`config.mk`:
```
export PLATFORM = sky130hd
export DESIGN_NAME = msp_frame_builder_core_flat
export DESIGN_NICKNAME = d
export VERILOG_FILES = /design/src/msp_fb_pkg.sv /design/src/msp_fb_stream_if.sv /design/src/msp_frame_builder_core.sv /design/src/msp_fb_front.sv /design/src/msp_fb_queue.sv /design/src/msp_fb_back.sv /design/src/flat_wrapper.sv
export SDC_FILE = /design/constraint.sdc
export NUM_CORES = 1
export LEC_CHECK = 0
export BUFFER_PORTS_ARGS = -buffer_cell sky130_fd_sc_hd__buf_4
export CAP_MARGIN = 10
export CORE_MARGIN = 2
export CORE_UTILIZATION = 45
export DETAILED_ROUTE_END_ITERATION = 10
export PLACE_DENSITY = 0.66
export SETUP_SLACK_MARGIN = 0.2
export SLEW_MARGIN = 40
export SYNTH_ARGS = -nofsm -noshare
export SYNTH_HDL_FRONTEND = slang
export SYNTH_SLANG_ARGS = --single-unit
```
`constraint.sdc`:
```
create_clock -name clk -period 6.7 [get_ports clk]
set_clock_uncertainty 0.2 [all_clocks]
set_input_delay 0.67 -clock clk [delete_from_list [all_inputs] [get_ports clk]]
set_output_delay 0.67 -clock clk [all_outputs]
set_load 0.05 [all_outputs]
```
`src/msp_fb_pkg.sv`:
```
`timescale 1ns / 1ps
package msp_fb_pkg;

	// Frame characters
	localparam logic [7:0] CH_DOLLAR = 8'h24;
	localparam logic [7:0] CH_M      = 8'h4D;
	localparam logic [7:0] CH_X      = 8'h58;
	localparam logic [7:0] CH_LT     = 8'h3C;

	// Extra bytes the v2 header and its CRC add to the v1 wrapper size
	localparam logic [7:0] TUN_SIZE_EXTRA = 8'd6;

	// Configuration register map
	localparam int unsigned ADDR_W       = 3;
	localparam logic        REG_TUNNEL_CMD = 1'b0;
	localparam logic [7:0]  TUNNEL_CMD_RESET = 8'hFF;

	// Depth of the queue between front and back
	localparam int unsigned QUEUE_DEPTH = 4;

	typedef enum logic [1:0] {
		MODE_V1  = 2'd0,
		MODE_V2  = 2'd1,
		MODE_TUN = 2'd2
	} mode_t;

	typedef enum logic [3:0] {
		PH_SYNC,
		PH_PROTO,
		PH_DIR,
		PH_SIZE,
		PH_CMD1,
		PH_FLAGS,
		PH_CMDLO,
		PH_CMDHI,
		PH_LENLO,
		PH_LENHI,
		PH_PAYLOAD,
		PH_CRC,
		PH_XOR,
		PH_DONE
	} phase_t;

	// One classified item handed from front to back
	typedef struct packed {
		logic        first;
		mode_t       mode;
		logic [15:0] cmd;
		logic [7:0]  flags;
		logic [15:0] len;
		logic [7:0]  tun_cmd;
		logic [7:0]  pb;
		logic        has;
		logic        last;
	} job_t;

	// Queue handshake between front and back
	typedef struct packed {
		logic push;
		logic full;
	} qctl_t;

	// CRC-8 DVB-S2 update by one byte, polynomial 0xD5
	function automatic logic [7:0] crc8_step(input logic [7:0] crc, input logic [7:0] b);
		logic [7:0] c;
		c = crc ^ b;
		for (int i = 0; i < 8; i++) begin
			c = c[7] ? ((c << 1) ^ 8'hD5) : (c << 1);
		end
		return c;
	endfunction

endpackage

```
`src/msp_fb_stream_if.sv`:
```
`timescale 1ns / 1ps
interface msp_fb_in_if;
	logic        valid;
	logic        ready;
	logic [1:0]  frame_mode;
	logic [15:0] command;
	logic [7:0]  flags;
	logic [15:0] data_len;
	logic [7:0]  payload_byte;
	logic        has_byte;
	logic        last_byte;

	modport source(output valid, frame_mode, command, flags, data_len, payload_byte,
		has_byte, last_byte, input ready);
	modport sink(input valid, frame_mode, command, flags, data_len, payload_byte,
		has_byte, last_byte, output ready);
endinterface

interface msp_fb_out_if;
	logic       valid;
	logic       ready;
	logic [7:0] frame_byte;
	logic       frame_end;

	modport source(output valid, frame_byte, frame_end, input ready);
	modport sink(input valid, frame_byte, frame_end, output ready);
endinterface

```
`src/msp_frame_builder_core.sv`:
```
`timescale 1ns / 1ps
// MSP request framer.
// req (sink): one beat per payload item. The first beat of a frame carries
//   frame_mode, command, flags and payload_length; has_byte marks a payload
//   byte, last_byte closes the frame.
// frame (source): the serialized frame, one byte per beat, frame_end on the
//   final checksum or CRC byte.
// APB port: register 0 (byte address 0) is tunnel_command, the v1 command of
//   the v2-over-v1 wrapper; reset value 0xFF. pready is tied high.
// Path: queue, current-item register, output register, in that order.
// Throughput: the output runs at one byte per cycle while frame.ready is high,
//   set by the single serializer in the back end. A payload beat adds one frame
//   byte, a first beat up to ten (header), a closing beat one or two more
//   (trailer). A 4-entry queue sits between the front end and the serializer, so
//   input beats keep flowing while a header or trailer is being sent.
// Stall: when frame.ready is low the output byte holds, the serializer
//   pauses, and req.ready drops once the queue is full.
// Reset: arst_n clears the queue, the frame tracking and the output valid;
//   the block then waits for the first beat of a new frame.
module msp_frame_builder_core #(
	parameter int unsigned QueueDepth = msp_fb_pkg::QUEUE_DEPTH
) (
	input  logic                          clk,
	input  logic                          arst_n,
	input  logic                          psel,
	input  logic                          penable,
	input  logic                          pwrite,
	input  logic [msp_fb_pkg::ADDR_W-1:0] paddr,
	input  logic [31:0]                   pwdata,
	output logic [31:0]                   prdata,
	output logic                          pready,
	msp_fb_in_if.sink                     req,
	msp_fb_out_if.source                  frame
);

	logic [7:0]        tunnel_cmd_q;
	msp_fb_pkg::qctl_t qctl;
	msp_fb_pkg::job_t  push_job;
	msp_fb_pkg::job_t  pop_job;
	logic              q_full;
	logic              q_valid;
	logic              q_pop;

	// configuration register
	assign pready = 1'b1;

	always_ff @(posedge clk or negedge arst_n) begin
		if (!arst_n) begin
			tunnel_cmd_q <= msp_fb_pkg::TUNNEL_CMD_RESET;
		end else if (psel && penable && pwrite && pready
				&& paddr[2] == msp_fb_pkg::REG_TUNNEL_CMD) begin
			tunnel_cmd_q <= pwdata[7:0];
		end
	end

	always_comb begin
		prdata = '0;
		if (paddr[2] == msp_fb_pkg::REG_TUNNEL_CMD) begin
			prdata = {24'b0, tunnel_cmd_q};
		end
	end

	msp_fb_front u_front (
		.clk            (clk),
		.arst_n         (arst_n),
		.req            (req),
		.tunnel_command (tunnel_cmd_q),
		.qctl_push      (qctl),
		.q_full         (q_full),
		.push_job       (push_job)
	);

	msp_fb_queue #(
		.Depth (QueueDepth)
	) u_queue (
		.clk       (clk),
		.arst_n    (arst_n),
		.qctl_push (qctl),
		.push_job  (push_job),
		.full      (q_full),
		.pop       (q_pop),
		.pop_valid (q_valid),
		.pop_job   (pop_job)
	);

	msp_fb_back u_back (
		.clk     (clk),
		.arst_n  (arst_n),
		.q_valid (q_valid),
		.q_job   (pop_job),
		.pop     (q_pop),
		.frame   (frame)
	);

endmodule

```
`src/msp_fb_front.sv`:
```
`timescale 1ns / 1ps
module msp_fb_front (
	input  logic                clk,
	input  logic                arst_n,
	msp_fb_in_if.sink           req,
	input  logic [7:0]          tunnel_command,
	output msp_fb_pkg::qctl_t   qctl_push,
	input  logic                q_full,
	output msp_fb_pkg::job_t    push_job
);

	logic              in_frame_q;
	msp_fb_pkg::mode_t mode_q;
	msp_fb_pkg::mode_t raw_mode;
	logic              accept;

	// take a beat whenever the queue has room
	assign req.ready = !q_full;
	assign accept    = req.valid && req.ready;

	// decode the requested mode, reserved code falls back to v1
	always_comb begin
		unique case (req.frame_mode)
			msp_fb_pkg::MODE_V2:  raw_mode = msp_fb_pkg::MODE_V2;
			msp_fb_pkg::MODE_TUN: raw_mode = msp_fb_pkg::MODE_TUN;
			default:              raw_mode = msp_fb_pkg::MODE_V1;
		endcase
	end

	// classify the beat: header fields only count on the first item
	always_comb begin
		push_job.first   = !in_frame_q;
		push_job.mode    = in_frame_q ? mode_q : raw_mode;
		push_job.cmd     = req.command;
		push_job.flags   = req.flags;
		push_job.len     = req.data_len;
		push_job.tun_cmd = tunnel_command;
		push_job.pb      = req.payload_byte;
		push_job.has     = req.has_byte;
		push_job.last    = req.last_byte;
		qctl_push.push   = accept;
		qctl_push.full   = q_full;
	end

	// track frame boundaries and hold the mode for the rest of the frame
	always_ff @(posedge clk or negedge arst_n) begin
		if (!arst_n) begin
			in_frame_q <= 1'b0;
			mode_q     <= msp_fb_pkg::MODE_V1;
		end else if (accept) begin
			in_frame_q <= !req.last_byte;
			if (!in_frame_q) begin
				mode_q <= raw_mode;
			end
		end
	end

endmodule

```
`src/msp_fb_queue.sv`:
```
`timescale 1ns / 1ps
module msp_fb_queue #(
	parameter int unsigned Depth = msp_fb_pkg::QUEUE_DEPTH
) (
	input  logic              clk,
	input  logic              arst_n,
	input  msp_fb_pkg::qctl_t qctl_push,
	input  msp_fb_pkg::job_t  push_job,
	output logic              full,
	input  logic              pop,
	output logic              pop_valid,
	output msp_fb_pkg::job_t  pop_job
);

	localparam int unsigned PtrW = (Depth > 1) ? $clog2(Depth) : 1;
	localparam int unsigned CntW = $clog2(Depth + 1);

	msp_fb_pkg::job_t mem_q [Depth];
	logic [PtrW-1:0]  wr_ptr_q;
	logic [PtrW-1:0]  rd_ptr_q;
	logic [CntW-1:0]  count_q;
	logic             do_push;
	logic             do_pop;

	assign full      = (count_q == CntW'(Depth));
	assign pop_valid = (count_q != '0);
	assign pop_job   = mem_q[rd_ptr_q];
	assign do_push   = qctl_push.push && !full;
	assign do_pop    = pop && pop_valid;

	// store entries
	always_ff @(posedge clk) begin
		if (do_push) begin
			mem_q[wr_ptr_q] <= push_job;
		end
	end

	// advance pointers and fill count
	always_ff @(posedge clk or negedge arst_n) begin
		if (!arst_n) begin
			wr_ptr_q <= '0;
			rd_ptr_q <= '0;
			count_q  <= '0;
		end else begin
			if (do_push) begin
				wr_ptr_q <= (wr_ptr_q == PtrW'(Depth - 1)) ? '0 : wr_ptr_q + 1'b1;
			end
			if (do_pop) begin
				rd_ptr_q <= (rd_ptr_q == PtrW'(Depth - 1)) ? '0 : rd_ptr_q + 1'b1;
			end
			if (do_push && !do_pop) begin
				count_q <= count_q + 1'b1;
			end else if (do_pop && !do_push) begin
				count_q <= count_q - 1'b1;
			end
		end
	end

endmodule

```
`src/msp_fb_back.sv`:
```
`timescale 1ns / 1ps
module msp_fb_back (
	input  logic              clk,
	input  logic              arst_n,
	input  logic              q_valid,
	input  msp_fb_pkg::job_t  q_job,
	output logic              pop,
	msp_fb_out_if.source      frame
);

	msp_fb_pkg::job_t   cur_job_q;
	msp_fb_pkg::phase_t cur_phase_q;
	msp_fb_pkg::phase_t phase_d;
	msp_fb_pkg::phase_t nxt;
	msp_fb_pkg::phase_t start_ph;
	logic               cur_valid_q;
	logic               valid_d;
	logic               advance;
	logic [7:0]         xor_q;
	logic [7:0]         crc_q;
	logic [7:0]         byte_d;
	logic               end_d;
	logic               out_valid_q;
	logic [7:0]         out_byte_q;
	logic               out_end_q;

	function automatic msp_fb_pkg::phase_t trailer_ph(input msp_fb_pkg::job_t j);
		return (j.mode == msp_fb_pkg::MODE_V1) ? msp_fb_pkg::PH_XOR : msp_fb_pkg::PH_CRC;
	endfunction

	function automatic msp_fb_pkg::phase_t body_ph(input msp_fb_pkg::job_t j);
		msp_fb_pkg::phase_t p;
		if (j.has) begin
			p = msp_fb_pkg::PH_PAYLOAD;
		end else if (j.last) begin
			p = trailer_ph(j);
		end else begin
			p = msp_fb_pkg::PH_DONE;
		end
		return p;
	endfunction

	function automatic msp_fb_pkg::phase_t next_ph(input msp_fb_pkg::phase_t p,
			input msp_fb_pkg::job_t j);
		msp_fb_pkg::phase_t n;
		unique case (p)
			msp_fb_pkg::PH_SYNC:  n = msp_fb_pkg::PH_PROTO;
			msp_fb_pkg::PH_PROTO: n = msp_fb_pkg::PH_DIR;
			msp_fb_pkg::PH_DIR: begin
				n = (j.mode == msp_fb_pkg::MODE_V2) ? msp_fb_pkg::PH_FLAGS : msp_fb_pkg::PH_SIZE;
			end
			msp_fb_pkg::PH_SIZE:  n = msp_fb_pkg::PH_CMD1;
			msp_fb_pkg::PH_CMD1: begin
				n = (j.mode == msp_fb_pkg::MODE_TUN) ? msp_fb_pkg::PH_FLAGS : body_ph(j);
			end
			msp_fb_pkg::PH_FLAGS: n = msp_fb_pkg::PH_CMDLO;
			msp_fb_pkg::PH_CMDLO: n = msp_fb_pkg::PH_CMDHI;
			msp_fb_pkg::PH_CMDHI: n = msp_fb_pkg::PH_LENLO;
			msp_fb_pkg::PH_LENLO: n = msp_fb_pkg::PH_LENHI;
			msp_fb_pkg::PH_LENHI: n = body_ph(j);
			msp_fb_pkg::PH_PAYLOAD: n = j.last ? trailer_ph(j) : msp_fb_pkg::PH_DONE;
			msp_fb_pkg::PH_CRC: begin
				n = (j.mode == msp_fb_pkg::MODE_TUN) ? msp_fb_pkg::PH_XOR : msp_fb_pkg::PH_DONE;
			end
			default: n = msp_fb_pkg::PH_DONE;
		endcase
		return n;
	endfunction

	// move a byte whenever the output register is free or being drained
	assign advance  = cur_valid_q && (!out_valid_q || frame.ready);
	assign nxt      = next_ph(cur_phase_q, cur_job_q);
	assign start_ph = q_job.first ? msp_fb_pkg::PH_SYNC : body_ph(q_job);
	assign pop      = q_valid && (!cur_valid_q || (advance && nxt == msp_fb_pkg::PH_DONE));

	// next phase: load a fresh item or step through the current one
	always_comb begin
		phase_d = cur_phase_q;
		valid_d = cur_valid_q;
		if (pop) begin
			phase_d = start_ph;
			valid_d = (start_ph != msp_fb_pkg::PH_DONE);
		end else if (advance) begin
			phase_d = nxt;
			valid_d = (nxt != msp_fb_pkg::PH_DONE);
		end
	end

	always_ff @(posedge clk or negedge arst_n) begin
		if (!arst_n) begin
			cur_phase_q <= msp_fb_pkg::PH_DONE;
			cur_valid_q <= 1'b0;
		end else begin
			cur_phase_q <= phase_d;
			cur_valid_q <= valid_d;
		end
	end

	// hold the item being serialized
	always_ff @(posedge clk) begin
		if (pop) begin
			cur_job_q <= q_job;
		end
	end

	// select the frame byte for the current phase
	always_comb begin
		end_d = 1'b0;
		unique case (cur_phase_q)
			msp_fb_pkg::PH_SYNC:  byte_d = msp_fb_pkg::CH_DOLLAR;
			msp_fb_pkg::PH_PROTO: begin
				byte_d = (cur_job_q.mode == msp_fb_pkg::MODE_V2) ? msp_fb_pkg::CH_X
					: msp_fb_pkg::CH_M;
			end
			msp_fb_pkg::PH_DIR:   byte_d = msp_fb_pkg::CH_LT;
			msp_fb_pkg::PH_SIZE: begin
				byte_d = (cur_job_q.mode == msp_fb_pkg::MODE_TUN)
					? cur_job_q.len[7:0] + msp_fb_pkg::TUN_SIZE_EXTRA : cur_job_q.len[7:0];
			end
			msp_fb_pkg::PH_CMD1: begin
				byte_d = (cur_job_q.mode == msp_fb_pkg::MODE_TUN) ? cur_job_q.tun_cmd
					: cur_job_q.cmd[7:0];
			end
			msp_fb_pkg::PH_FLAGS:   byte_d = cur_job_q.flags;
			msp_fb_pkg::PH_CMDLO:   byte_d = cur_job_q.cmd[7:0];
			msp_fb_pkg::PH_CMDHI:   byte_d = cur_job_q.cmd[15:8];
			msp_fb_pkg::PH_LENLO:   byte_d = cur_job_q.len[7:0];
			msp_fb_pkg::PH_LENHI:   byte_d = cur_job_q.len[15:8];
			msp_fb_pkg::PH_PAYLOAD: byte_d = cur_job_q.pb;
			msp_fb_pkg::PH_CRC: begin
				byte_d = crc_q;
				end_d  = (cur_job_q.mode == msp_fb_pkg::MODE_V2);
			end
			msp_fb_pkg::PH_XOR: begin
				byte_d = xor_q;
				end_d  = 1'b1;
			end
			default: byte_d = '0;
		endcase
	end

	// fold the bytes from size or flags through CRC into the checksums
	always_ff @(posedge clk or negedge arst_n) begin
		if (!arst_n) begin
			xor_q <= '0;
			crc_q <= '0;
		end else if (advance) begin
			case (cur_phase_q)
				msp_fb_pkg::PH_SYNC: begin
					xor_q <= '0;
					crc_q <= '0;
				end
				msp_fb_pkg::PH_SIZE, msp_fb_pkg::PH_CMD1, msp_fb_pkg::PH_CRC: begin
					xor_q <= xor_q ^ byte_d;
				end
				msp_fb_pkg::PH_FLAGS, msp_fb_pkg::PH_CMDLO, msp_fb_pkg::PH_CMDHI,
				msp_fb_pkg::PH_LENLO, msp_fb_pkg::PH_LENHI, msp_fb_pkg::PH_PAYLOAD: begin
					xor_q <= xor_q ^ byte_d;
					crc_q <= msp_fb_pkg::crc8_step(crc_q, byte_d);
				end
				default: begin
					xor_q <= xor_q;
				end
			endcase
		end
	end

	// output register: load on advance, drop when the beat is taken
	always_ff @(posedge clk or negedge arst_n) begin
		if (!arst_n) begin
			out_valid_q <= 1'b0;
		end else if (advance) begin
			out_valid_q <= 1'b1;
		end else if (frame.ready) begin
			out_valid_q <= 1'b0;
		end
	end

	always_ff @(posedge clk) begin
		if (advance) begin
			out_byte_q <= byte_d;
			out_end_q  <= end_d;
		end
	end

	assign frame.valid      = out_valid_q;
	assign frame.frame_byte = out_byte_q;
	assign frame.frame_end  = out_end_q;

endmodule

```
`src/flat_wrapper.sv`:
```
// flat-port wrapper written by rule: the top's interface ports become plain ports
module msp_frame_builder_core_flat 
#(
	parameter int unsigned QueueDepth = msp_fb_pkg::QUEUE_DEPTH
)
  (clk, arst_n, psel, penable, pwrite, paddr, pwdata, prdata, pready, req_valid, req_frame_mode, req_command, req_flags, req_data_len, req_payload_byte, req_has_byte, req_last_byte, req_ready, frame_valid, frame_frame_byte, frame_frame_end, frame_ready);
  msp_fb_in_if req_i ();
  msp_fb_out_if frame_i ();
  input  logic clk;
  input  logic arst_n;
  input  logic psel;
  input  logic penable;
  input  logic pwrite;
  input  logic [msp_fb_pkg::ADDR_W-1:0] paddr;
  input  logic [31:0] pwdata;
  output logic [31:0] prdata;
  output logic pready;
  input wire logic [$bits(req_i.valid)-1:0] req_valid;
  input wire logic [$bits(req_i.frame_mode)-1:0] req_frame_mode;
  input wire logic [$bits(req_i.command)-1:0] req_command;
  input wire logic [$bits(req_i.flags)-1:0] req_flags;
  input wire logic [$bits(req_i.data_len)-1:0] req_data_len;
  input wire logic [$bits(req_i.payload_byte)-1:0] req_payload_byte;
  input wire logic [$bits(req_i.has_byte)-1:0] req_has_byte;
  input wire logic [$bits(req_i.last_byte)-1:0] req_last_byte;
  output wire logic [$bits(req_i.ready)-1:0] req_ready;
  output wire logic [$bits(frame_i.valid)-1:0] frame_valid;
  output wire logic [$bits(frame_i.frame_byte)-1:0] frame_frame_byte;
  output wire logic [$bits(frame_i.frame_end)-1:0] frame_frame_end;
  input wire logic [$bits(frame_i.ready)-1:0] frame_ready;
  assign req_i.valid = req_valid;
  assign req_i.frame_mode = req_frame_mode;
  assign req_i.command = req_command;
  assign req_i.flags = req_flags;
  assign req_i.data_len = req_data_len;
  assign req_i.payload_byte = req_payload_byte;
  assign req_i.has_byte = req_has_byte;
  assign req_i.last_byte = req_last_byte;
  assign req_ready = req_i.ready;
  assign frame_valid = frame_i.valid;
  assign frame_frame_byte = frame_i.frame_byte;
  assign frame_frame_end = frame_i.frame_end;
  assign frame_i.ready = frame_ready;
  msp_frame_builder_core #(.QueueDepth(QueueDepth)) u_core (.clk(clk), .arst_n(arst_n), .psel(psel), .penable(penable), .pwrite(pwrite), .paddr(paddr), .pwdata(pwdata), .prdata(prdata), .pready(pready), .req(req_i), .frame(frame_i));
endmodule
```
== Word-level counts from Yosys, hierarchy flattened ==
Memories as Yosys holds them, arrays and structs flattened.
Cells that the tools add are included.
Cells by class
  $add $sub $neg: 5
  order comparisons: 0
  div/mod/pow operators: 0
  equal/unequal tests: 22
  mux-type cells: 41
  multipliers: 0
  bitwise logic cells: 11
  shift operators: 0
  reductions and logical operators: 33
Operators by type and width (number)
  8-bit one-hot mux with 13 select lines: 1
  8-bit two-way mux: 11
  4-bit one-hot mux with 12 select lines: 1
  5-bit NOT: 8
  8-bit one-hot mux with 2 select lines: 2
  4-bit == test (second input constant): 6
  3-bit two-way mux: 8
  4-bit two-way mux: 5
  4-bit by 3-bit == test with 1-bit output (second input constant): 4
  8-bit XOR: 2
  1-bit logical AND: 11
  2-bit nonzero test: 5
  9-bit OR reduction: 1
  8-bit by 3-bit adder with 8-bit output (second input constant): 1
  2-bit == test (second input constant): 4
  4-bit by 2-bit == test with 1-bit output (second input constant): 2
  4-bit inequality test (second input constant): 2
  1-bit zero test: 7
  1-bit two-way mux: 7
  2-bit two-way mux: 3
  6-bit OR reduction: 1
  5-bit two-way mux: 1
  2-bit by 1-bit adder with 2-bit output (second input constant): 2
  2-bit by 1-bit == test with 1-bit output (second input constant): 2
  12 further kinds: 15
Storage, ports and cells
  memories kept: 1
  latch bits: 0
  bits in read-only memories: 0
  register bits: 109
  RAM bits: 244
Memory list
  u_core.u_queue.mem_q: words 4, width 61, rd ports 1, clocked after memory_dff 0, wr ports 1, line msp_fb_queue.sv:18  | msp_fb_pkg::job_t mem_q [Depth];

== Longest topological paths before layout ==
Gate-level depths: netlist (run 1).
  word-level depth: 21
  gate-level depth with buffers: 16
  mapped depth without buffers: 14

== Modules after synthesis ==
From an unflattened synthesis (run 1), not the netlist that was laid out.
Unflattened totals
  cells, all modules: 889
  area, all modules: 15237.1 µm²
By module, submodules not included
  msp_fb_queue: cells each 356, area an instance 9328.9 µm², times used 1, seq. area each 7502.2 µm²
  msp_fb_back: cells each 403, area an instance 4699.5 µm², times used 1, seq. area each 2626.3 µm²
  msp_fb_front: cells each 78, area an instance 619.3 µm², times used 1, seq. area each 75.1 µm²
  msp_frame_builder_core: cells each 52, area an instance 589.3 µm², times used 1, seq. area each 210.2 µm²

== Worst setup path after synthesis (run 1) ==
No wires, ideal clock.
  path type: register to register
  start: register u_core.u_back.cur_phase_q[2]
  end: register u_core.u_queue.count_q[1]
  data required time: 6375 ps
  period minus slack after synthesis: 6408 ps
  data arrival time: 6083 ps
  setup slack: 292 ps
  buffers on the path: 3
  cell stages (with the launch flop): 15
  setup time: 125 ps
  cell sequence: dfstp_2 buf_4 buf_4 buf_4 a22oi_1 nor3_1 a21oi_1 o2111ai_1 nand3_1 a21oi_1 inv_1 ha_1 inv_1 fa_1 mux2_2
On the way
  cells in the longest elaborated chain, start to end: 10
RTL lines
  from (decl): line msp_fb_back.sv:12  | msp_fb_pkg::phase_t cur_phase_q;
  from (signal assigned): line msp_fb_back.sv:91  | cur_phase_q <= msp_fb_pkg::PH_DONE;
  from (signal assigned): line msp_fb_back.sv:94  | cur_phase_q <= phase_d;
  4-bit == test (tied with other cells): line msp_fb_back.sv:46  | unique case (p)
  4-bit one-hot mux with 12 select lines (*): line msp_fb_back.sv:46
  4-bit == test (*): line msp_fb_back.sv:74  | assign pop = q_valid && (!cur_valid_q || (advance && nxt == msp_fb_pkg::PH_DONE));
  1-bit logical AND (*): line msp_fb_back.sv:74
  1-bit logical OR (*): line msp_fb_back.sv:74
  1-bit logical AND (*): line msp_fb_back.sv:74
  1-bit logical AND (*): line msp_fb_queue.sv:29  | assign do_pop = pop && pop_valid;
  1-bit zero test: line msp_fb_queue.sv:51  | if (do_push && !do_pop) begin
  1-bit logical AND: line msp_fb_queue.sv:51
  3-bit two-way mux or 2-bit nonzero test (tied branches)
  to (signal assigned): line msp_fb_queue.sv:52  | count_q <= count_q + 1'b1;
  to (signal assigned): line msp_fb_queue.sv:54  | count_q <= count_q - 1'b1;
  to (decl): line msp_fb_queue.sv:21  | logic [CntW-1:0] count_q;
Every way passes the cells marked *; elsewhere a longest branch is shown, timed or not.
A chain may end at the register's enable or synchronous reset.

== Worst setup path after layout (run 1) ==
  start: register u_core.u_back.cur_phase_q[2]
  end: register u_core.u_back.crc_q[7]
On the way
  cells in the longest elaborated chain, start to end: 17
RTL lines
  4-bit == test (tied with other cells): line msp_fb_back.sv:109  | unique case (cur_phase_q)
  8-bit one-hot mux with 13 select lines: line msp_fb_back.sv:109
  8-bit XOR: line msp_fb_pkg.sv:66  | c = crc ^ b;
  5-bit NOT (no source line)
  8-bit two-way mux: line msp_fb_pkg.sv:68  | c = c[7] ? ((c << 1) ^ 8'hD5) : (c << 1);
  8-bit two-way mux or 5-bit NOT (tied branches)
  5-bit NOT (no source line) or 8-bit two-way mux (tied branches)
  8-bit two-way mux: line msp_fb_pkg.sv:68
  5-bit NOT (no source line) or 8-bit two-way mux (tied branches)
  8-bit two-way mux or 5-bit NOT (tied branches)
  8-bit two-way mux: line msp_fb_pkg.sv:68
  8-bit two-way mux or 5-bit NOT (tied branches)
  5-bit NOT (no source line) or 8-bit two-way mux (tied branches)
  8-bit two-way mux: line msp_fb_pkg.sv:68
  5-bit NOT (no source line)
  8-bit two-way mux: line msp_fb_pkg.sv:68
  8-bit one-hot mux with 2 select lines: line msp_fb_back.sv:148  | case (cur_phase_q)
  to (signal assigned): line msp_fb_back.sv:159  | crc_q <= msp_fb_pkg::crc8_step(crc_q, byte_d);
  to (decl): line msp_fb_back.sv:20  | logic [7:0] crc_q;
Several ways; a longest one is shown, not always the timed one.

==> results of run 1 <==
[layout make-up]
class,instances,area (um2),share of cell area [%]
Clock inverter,14,129,0.767
Sequential cell,353,10400,62.0
Clock buffer,52,1000,5.96
Tap cell,442,553,3.29
Inverter,18,67.6,0.402
Multi-Input combinational cell,406,3900,23.2
Timing Repair Buffer,95,734,4.37
[what timing repair did]
| action | 4_1_cts | 5_1_grt |
|---|---|---|
| setup endpoints to repair | 0 | 0 |
| hold endpoints to repair | 29 | 0 |
| hold buffers | 1 | 0 |
[sequential cells by signal, indices dropped and copies added, names as in the netlist, 2 cells and up]
signal                          flops
u_core.tunnel_cmd_q                 8
u_core.u_back.crc_q                 8
u_core.u_back.cur_job_q            60
u_core.u_back.cur_phase_q           4
u_core.u_back.frame.frame_byte      8
u_core.u_back.xor_q                 8
u_core.u_front.mode_q               2
u_core.u_queue.count_q              3
u_core.u_queue.mem_q              244
u_core.u_queue.rd_ptr_q             2
u_core.u_queue.wr_ptr_q             2
[metrics by stage]
step | hold WS [ps] | area [um2] | worst slack (ps)
after floorplan | 174 | 14700 | 292
after global placement | 291 | 15600 | 2490
after detailed placement | 299 | 15700 | 2440
after CTS | 134 | 16800 | 2420
after global routing | 136 | 16800 | 2410
final | 152 | 16800 | 2560
[report_power, final]
| part | internal, uW | switching [uW] |
|---|---|---|
| logic | 1710 | 1960 |
| registers | 3200 | 391 |
| clock network | 1120 | 785 |
| total | 6030 | 3140 |
[final timing paths]
path | from | endpoint | slack, ps | cells after the start
max | u_core.u_back.cur_phase_q[2] | u_core.u_back.crc_q[7] | 2560 | 9
min | req_data_len[2] | u_core.u_queue.mem_q[2][20] | 150 | 1
max reg2reg | u_core.u_back.cur_phase_q[2] | u_core.u_back.crc_q[7] | 2560 | 9
min reg2reg | u_core.u_front.mode_q[1] | u_core.u_front.mode_q[1] | 310 | 1
max in group asynchronous | arst_n | u_core.u_queue.rd_ptr_q[0] | 5340 | 2
min in group asynchronous | arst_n | u_core.u_queue.wr_ptr_q[1] | 500 | 2
[per-layer routing]
metal  part of all wire [%]  GRT usage [%]
met1                     45           25.4
met2                     48           26.7
met3                    4.7           2.85
met4                    2.0           4.48
met5                      0              0
[cell usage in the layout (no fill, tap or decap), types with 7 or more instances in the layout]
| master | count |
|---|---|
| edfxtp_1 | 313 |
| buf_4 | 89 |
| mux4_2 | 61 |
| clkbuf_16 | 37 |
| nor2_1 | 28 |
| nand2_1 | 27 |
| dfrtp_1 | 27 |
| conb_1 | 25 |
| o21ai_0 | 22 |
| a21oi_1 | 19 |
| inv_1 | 17 |
| mux2_2 | 15 |
| nor2b_1 | 14 |
| nand3_1 | 13 |
| xor2_1 | 13 |
| clkbuf_1 | 13 |
| xnor2_1 | 11 |
| dfstp_2 | 11 |
| nand2b_1 | 10 |
| mux2i_1 | 9 |
| or3_1 | 9 |
| nor3_1 | 9 |
| o21ai_1 | 7 |
| ha_1 | 7 |
[kinds of logic after synthesis]
| family | share of synthesized area, % |
|---|---|
| adders and majority gates | 0.734 |
| xor gates and xnor gates | 3.17 |
| AOI/OAI and AO/OA | 5.24 |
| DFF | 71.1 |
| muxes | 11.1 |
| buffers and inverters | 3.06 |
| other | 0.0512 |
| and+or+nand+nor | 5.54 |
[worst max-delay path: cells and delay by family (launching register included)]
family                    cells  cell delay, ps
and+or+nand+nor               2            1090
xor gates and xnor gates      3            1020
DFF                           1             970
AOI/OAI and AO/OA             4             760
==> impl_results.md, run 1 <==
- Bufs on Longest Clock Path: 3
- Final worst-path cycle share: a little over 60%
- Flop and latch count out of synthesis: 353
- Routed Antenna Nets: 0
- Most frequent cell after synthesis: edfxtp_1
- Placer congestion estimate: 0.895
- Area delta synth->final: 14.7%
- Starting Density: about 45%
- Synthesized cell area: about 15000 um2
- Placed insts: ~1300
- DIE HEIGHT: between 150 and 200 um
- Die width: approximately 180 um
- Crit Path Category: register to register
- Ys async rst share: roughly 11%
- CTS tree: yes
- Ys Warns: 0
- Hold crit path type: primary input to register
- Setup violators final: 0
- Initial DRC count: 479
- Arrival @ worst endpoint: between 4000 and 5000 ps
- Final Net Count: just over 1000
- GR Overflow Total: 0
- Port Buffers: 86
- Slowest CP cell: dfstp_2
- CP Max Fanout: 32
- Post-Syn Instances: between 800 and 900
- DP Wirelength: 18.0 mm
- Initial antenna violation count: 0
- Sequential element share of the synthesized area: 71.1%
- # rows: 66
- Core Area: between 30000 and 40000 um2
- Top_reg_cell synth: edfxtp_1
- Worst Tran Pin Value: about 810 ps
- Top post-synthesis cells by area: edfxtp_1 64%, mux4_2 9.4%, dfrtp_1 5.0%
- Worst slew margin: a little under half
- # fillers: 2605
- Critical Path End Type: register
- Syn avg cell area: approximately 18 um2
- Number of global-route vias before repair: roughly 7500
- Num CTS Buffers: 37
- # DRC: 0
- Slew Limit Fails: 0
- Post-synth EDFFs: around 310
- Critical Path Max Stage Delay: 970 ps
- Leak: about 0.0058 uW
- Worst-Skew Late Latency: roughly 520 ps
- Max-cap violations: 0
- Root Driver: clkbuf_16
- Maximum vdd drop: about 0.42 mV
- Yosys cell types: 79
- Synth cell count leaders: 313 x edfxtp_1, 61 x mux4_2, 31 x buf_4
- Clock net sink count: 353
- Finished Layout Cells: between 1000 and 1500
- RSZ-0062 raised after global routing: false
- Startpoint types: register
- H-tree levels: 2
- Synth top area share: between 60% and 70%
- Drt pass-1 iters: 8
- Max Freq: 241 MHz
- Die footprint: ~34000 um2
- Req. time, crit path: around 6900 ps
- First-pass GRT wire length: about 44 mm
- Pwr dens: 545 nW/um2
- Total Wirelength: between 20 and 30 mm
- Largest net degree at the start of global routing: 65
- Sum of negative setup slack: 0 ps
- GRT Total Usage: between 15 and 20%
- Largest area contributor in the netlist: edfxtp_1
- Post CTS Setup Buffer Count: 0
- Worst-path clk slew: roughly 70 ps
- Status: finished clean
- Final core utilization: roughly 52%
- I/O Pins: about 140
- Tmin final: ~4100 ps
- Drt wl/cell: slightly above 20 um
- ANT cells: 0
- Tot Pwr: about 9000 uW
- Share of cells above drive strength 1: between 20% and 30%
- Cells along the critical path: nor2b_1 -> a22oi_1 -> o32ai_1 -> a221oi_2 -> xnor2_1 -> xor2_1 -> xnor3_1 -> or3_1 -> o21ai_1
- CTS resizes: 0
- Number of vias per cell: 5.36
- Via count: around 7400
- Final hold violations: 0
Note: power is estimated with default switching activity, not from simulation.
==> inputs of run 2 (changes only) <==
Clock period 6.7 ns to 3.7 ns, I/O delays scaled along.
==> impl_results.md, run 2 (synthesis gave the netlist of run 1 again) <==
- Regs by FF count: u_core.u_queue.mem_q: 244 flops, u_core.u_back.cur_job_q: 60 flops (unchanged)
- DIE HEIGHT: 184 um (unchanged)
- Startpoint types: register (unchanged)
- CP Max Fanout: 6 (was 32)
- Starting Density: 45.4% (unchanged)
- Largest register FFs: 244 (unchanged)
- Worst slew margin: 44.3% (was 45.8%)
- Area delta synth->final: 22.4% (was 14.7%)
- Largest net degree at the start of global routing: 65 (unchanged)
- Worst-Skew Late Latency: 510 ps (was 520 ps)
- First-pass GRT wire length: 46.5 mm (was 43.9 mm)
- Most common cell after layout, fill and taps aside: edfxtp_1 (unchanged)
- Arrival @ worst endpoint: 3580 ps (was 4370 ps)
- Slew Limit Fails: 0 (unchanged)
- Final setup margin: 296 ps (was 2560 ps)
- Hold Path Cell Cnt: 3 (was 1)
- Leak: 0.00633 uW (was 0.00580 uW)
- Via count: 7795 (was 7397)
- Worst Reg-to-Reg Cells: 10 (was 9)
- Status: finished clean (unchanged)
- # DRC: 0 (unchanged)
- RSZ-0062 raised after global routing: false (unchanged)
- Setup violators final: 0 (unchanged)
- H-tree levels: 2 (unchanged)
- Num CTS Buffers: 37 (unchanged)
- Hold_ws: 19.1 ps (was 152 ps)
- Final Net Count: 1122 (was 1013)
- Placer congestion estimate: 0.912 (was 0.895)
- Final worst-path cycle share: 92.0% (was 61.8%)
- Area of the multi-input gates: 3990 um2 (was 3900 um2)
- Initial antenna violation count: 0 (unchanged)
- Req. time, crit path: 3870 ps (was 6930 ps)
- Drt wl/cell: 20.5 um (was 20.6 um)
- Drt pass-1 iters: 4 (was 8)
- Commonest non-fill, non-tap cells in the layout: 313 x edfxtp_1, 133 x buf_4, 61 x mux4_2 (was 313 x edfxtp_1, 89 x buf_4, 61 x mux4_2)
- Clock net sink count: 353 (unchanged)
- Pre-CTS setup slack: 277 ps (was 2440 ps)
- Bufs on Longest Clock Path: 3 (unchanged)
- Worst-path clk slew: 60 ps (was 70 ps)
- DP Wirelength: 20.0 mm (was 18.0 mm)
- Total Wirelength: 30.4 mm (was 28.5 mm)
- Worst Tran Pin Value: 835 ps (was 812 ps)
- Reg2reg setup slack: 300 ps (was 2560 ps)
- Biggest register: u_core.u_queue.mem_q (unchanged)
- GRT Total Usage: 18.3% (was 17.2%)
- Port Buffers: 86 (unchanged)
- I/O Pins: 138 (unchanged)
- Maximum vdd drop: 1.14 mV (was 0.422 mV)
- Tmin final: 3400 ps (was 4140 ps)
- Initial DRC count: 514 (was 479)
- # fillers: 2511 (was 2605)
- Routed Antenna Nets: 0 (unchanged)
- # rows: 66 (unchanged)
- CTS tree: yes (unchanged)
- Max-cap violations: 0 (unchanged)
- ANT cells: 0 (unchanged)
- Number of global-route vias before repair: 8003 (was 7477)
- GR Overflow Total: 0 (unchanged)
- Number of vias per cell: 5.24 (was 5.36)
- Core Area: 32300 um2 (unchanged)
- Final core utilization: 55.6% (was 52.1%)
- Pwr dens: 979 nW/um2 (was 545 nW/um2)
- Die width: 184 um (unchanged)
- Root Driver: clkbuf_16 (unchanged)
- Register area: 10400 um2 (about the same)
- Worst min-delay path startpoint: req_valid (was req_data_len[2])
- Die footprint: 34000 um2 (unchanged)
- Hold crit path type: primary input to register (unchanged)
- Max Freq: 294 MHz (was 241 MHz)
- Final hold violations: 0 (unchanged)
- Share of cells above drive strength 1: 31.3% (was 28.3%)
- Worst reg2reg endpoint: u_core.u_back.crc_q[3] (was u_core.u_back.crc_q[7])
- Hold EP: u_core.u_front.in_frame_q (was u_core.u_queue.mem_q[2][20])
- Critical Path End Type: register (unchanged)
- FF-to-FF Start: u_core.u_back.cur_job_q[59] (was u_core.u_back.cur_phase_q[2])
- Crit Path Category: register to register (unchanged)
==> run 2: layout make-up <==
| type | count | share of cell area, % |
|---|---|---|
| Tap cell | 442 | 3.08 |
| Clock inverter | 19 | 0.732 |
| Timing Repair Buffer | 204 | 9.97 |
| Clock buffer | 46 | 5.52 |
| Inverter | 18 | 0.377 |
| Sequential cell | 353 | 58.1 |
| Multi-Input combinational cell | 406 | 22.2 |
==> run 2: worst max-delay path: stages, from the launching register on <==
cell	delay [ps]
edfxtp_1	450
nand2b_1	220
buf_4	220
or3_1	300
a31o_2	240
a2111oi_1	430
a211o_1	290
xnor3_1	450
xnor2_1	170
o211ai_1	200
o31ai_1	100
==> run 2: worst max-delay path by stage <==
stage | from | end | slack (ps) | cells past startpoint
floorplan | u_core.u_back.cur_phase_q[2] | u_core.u_queue.count_q[1] | -510 | 14
global placement | u_core.u_back.cur_phase_q[0] | u_core.u_back.crc_q[4] | 280 | 9
detailed placement | u_core.u_back.cur_phase_q[3] | u_core.u_back.crc_q[7] | 280 | 10
CTS | u_core.u_back.cur_phase_q[3] | u_core.u_back.crc_q[7] | 240 | 10
global route | u_core.u_back.cur_phase_q[3] | u_core.u_queue.count_q[2] | 200 | 16
finish | u_core.u_back.cur_job_q[59] | u_core.u_back.crc_q[3] | 300 | 10
==> run 2: layer usage <==
metal	vias to the layer above	track usage, %	wire length (um)
met5	-	0	0
met3	48	3.30	1580
met1	3958	25.2	13200
met2	207	29.8	14800
met4	0	5.70	829
li1	3582	-	-
==> run 2: repair_timing <==
action,4_1_cts,5_1_grt
resized for setup,0,16
endpoints found under the hold margin,239,0
setup endpoints to repair,0,8
setup buffers,0,13
hold buffers,60,0
==> run 2: metrics by stage <==
| step | TNS [ps] | cell area [um2] | total power [uW] | std cells |
|---|---|---|---|---|
| 2_1_floorplan | -852 | 14800 | 11700 | 837 |
| 3_3_place_gp | 0 | 16000 | 13800 | 1350 |
| 3_5_place_dp | 0 | 16000 | 13900 | 1350 |
| 4_1_cts | 0 | 17800 | 17400 | 1475 |
| 5_1_grt | 0 | 17900 | 18500 | 1488 |
| 6_report | 0 | 17900 | 17600 | 1488 |
==> run 2: power breakdown <==
group          leakage (uW)  total (uW)  internal (uW)  switching (uW)
clock              0.000548        3410           1970            1440
sequential          0.00334        6370           5780             595
combinational       0.00244        7780           3860            3910
total               0.00633       17600          11600            5950
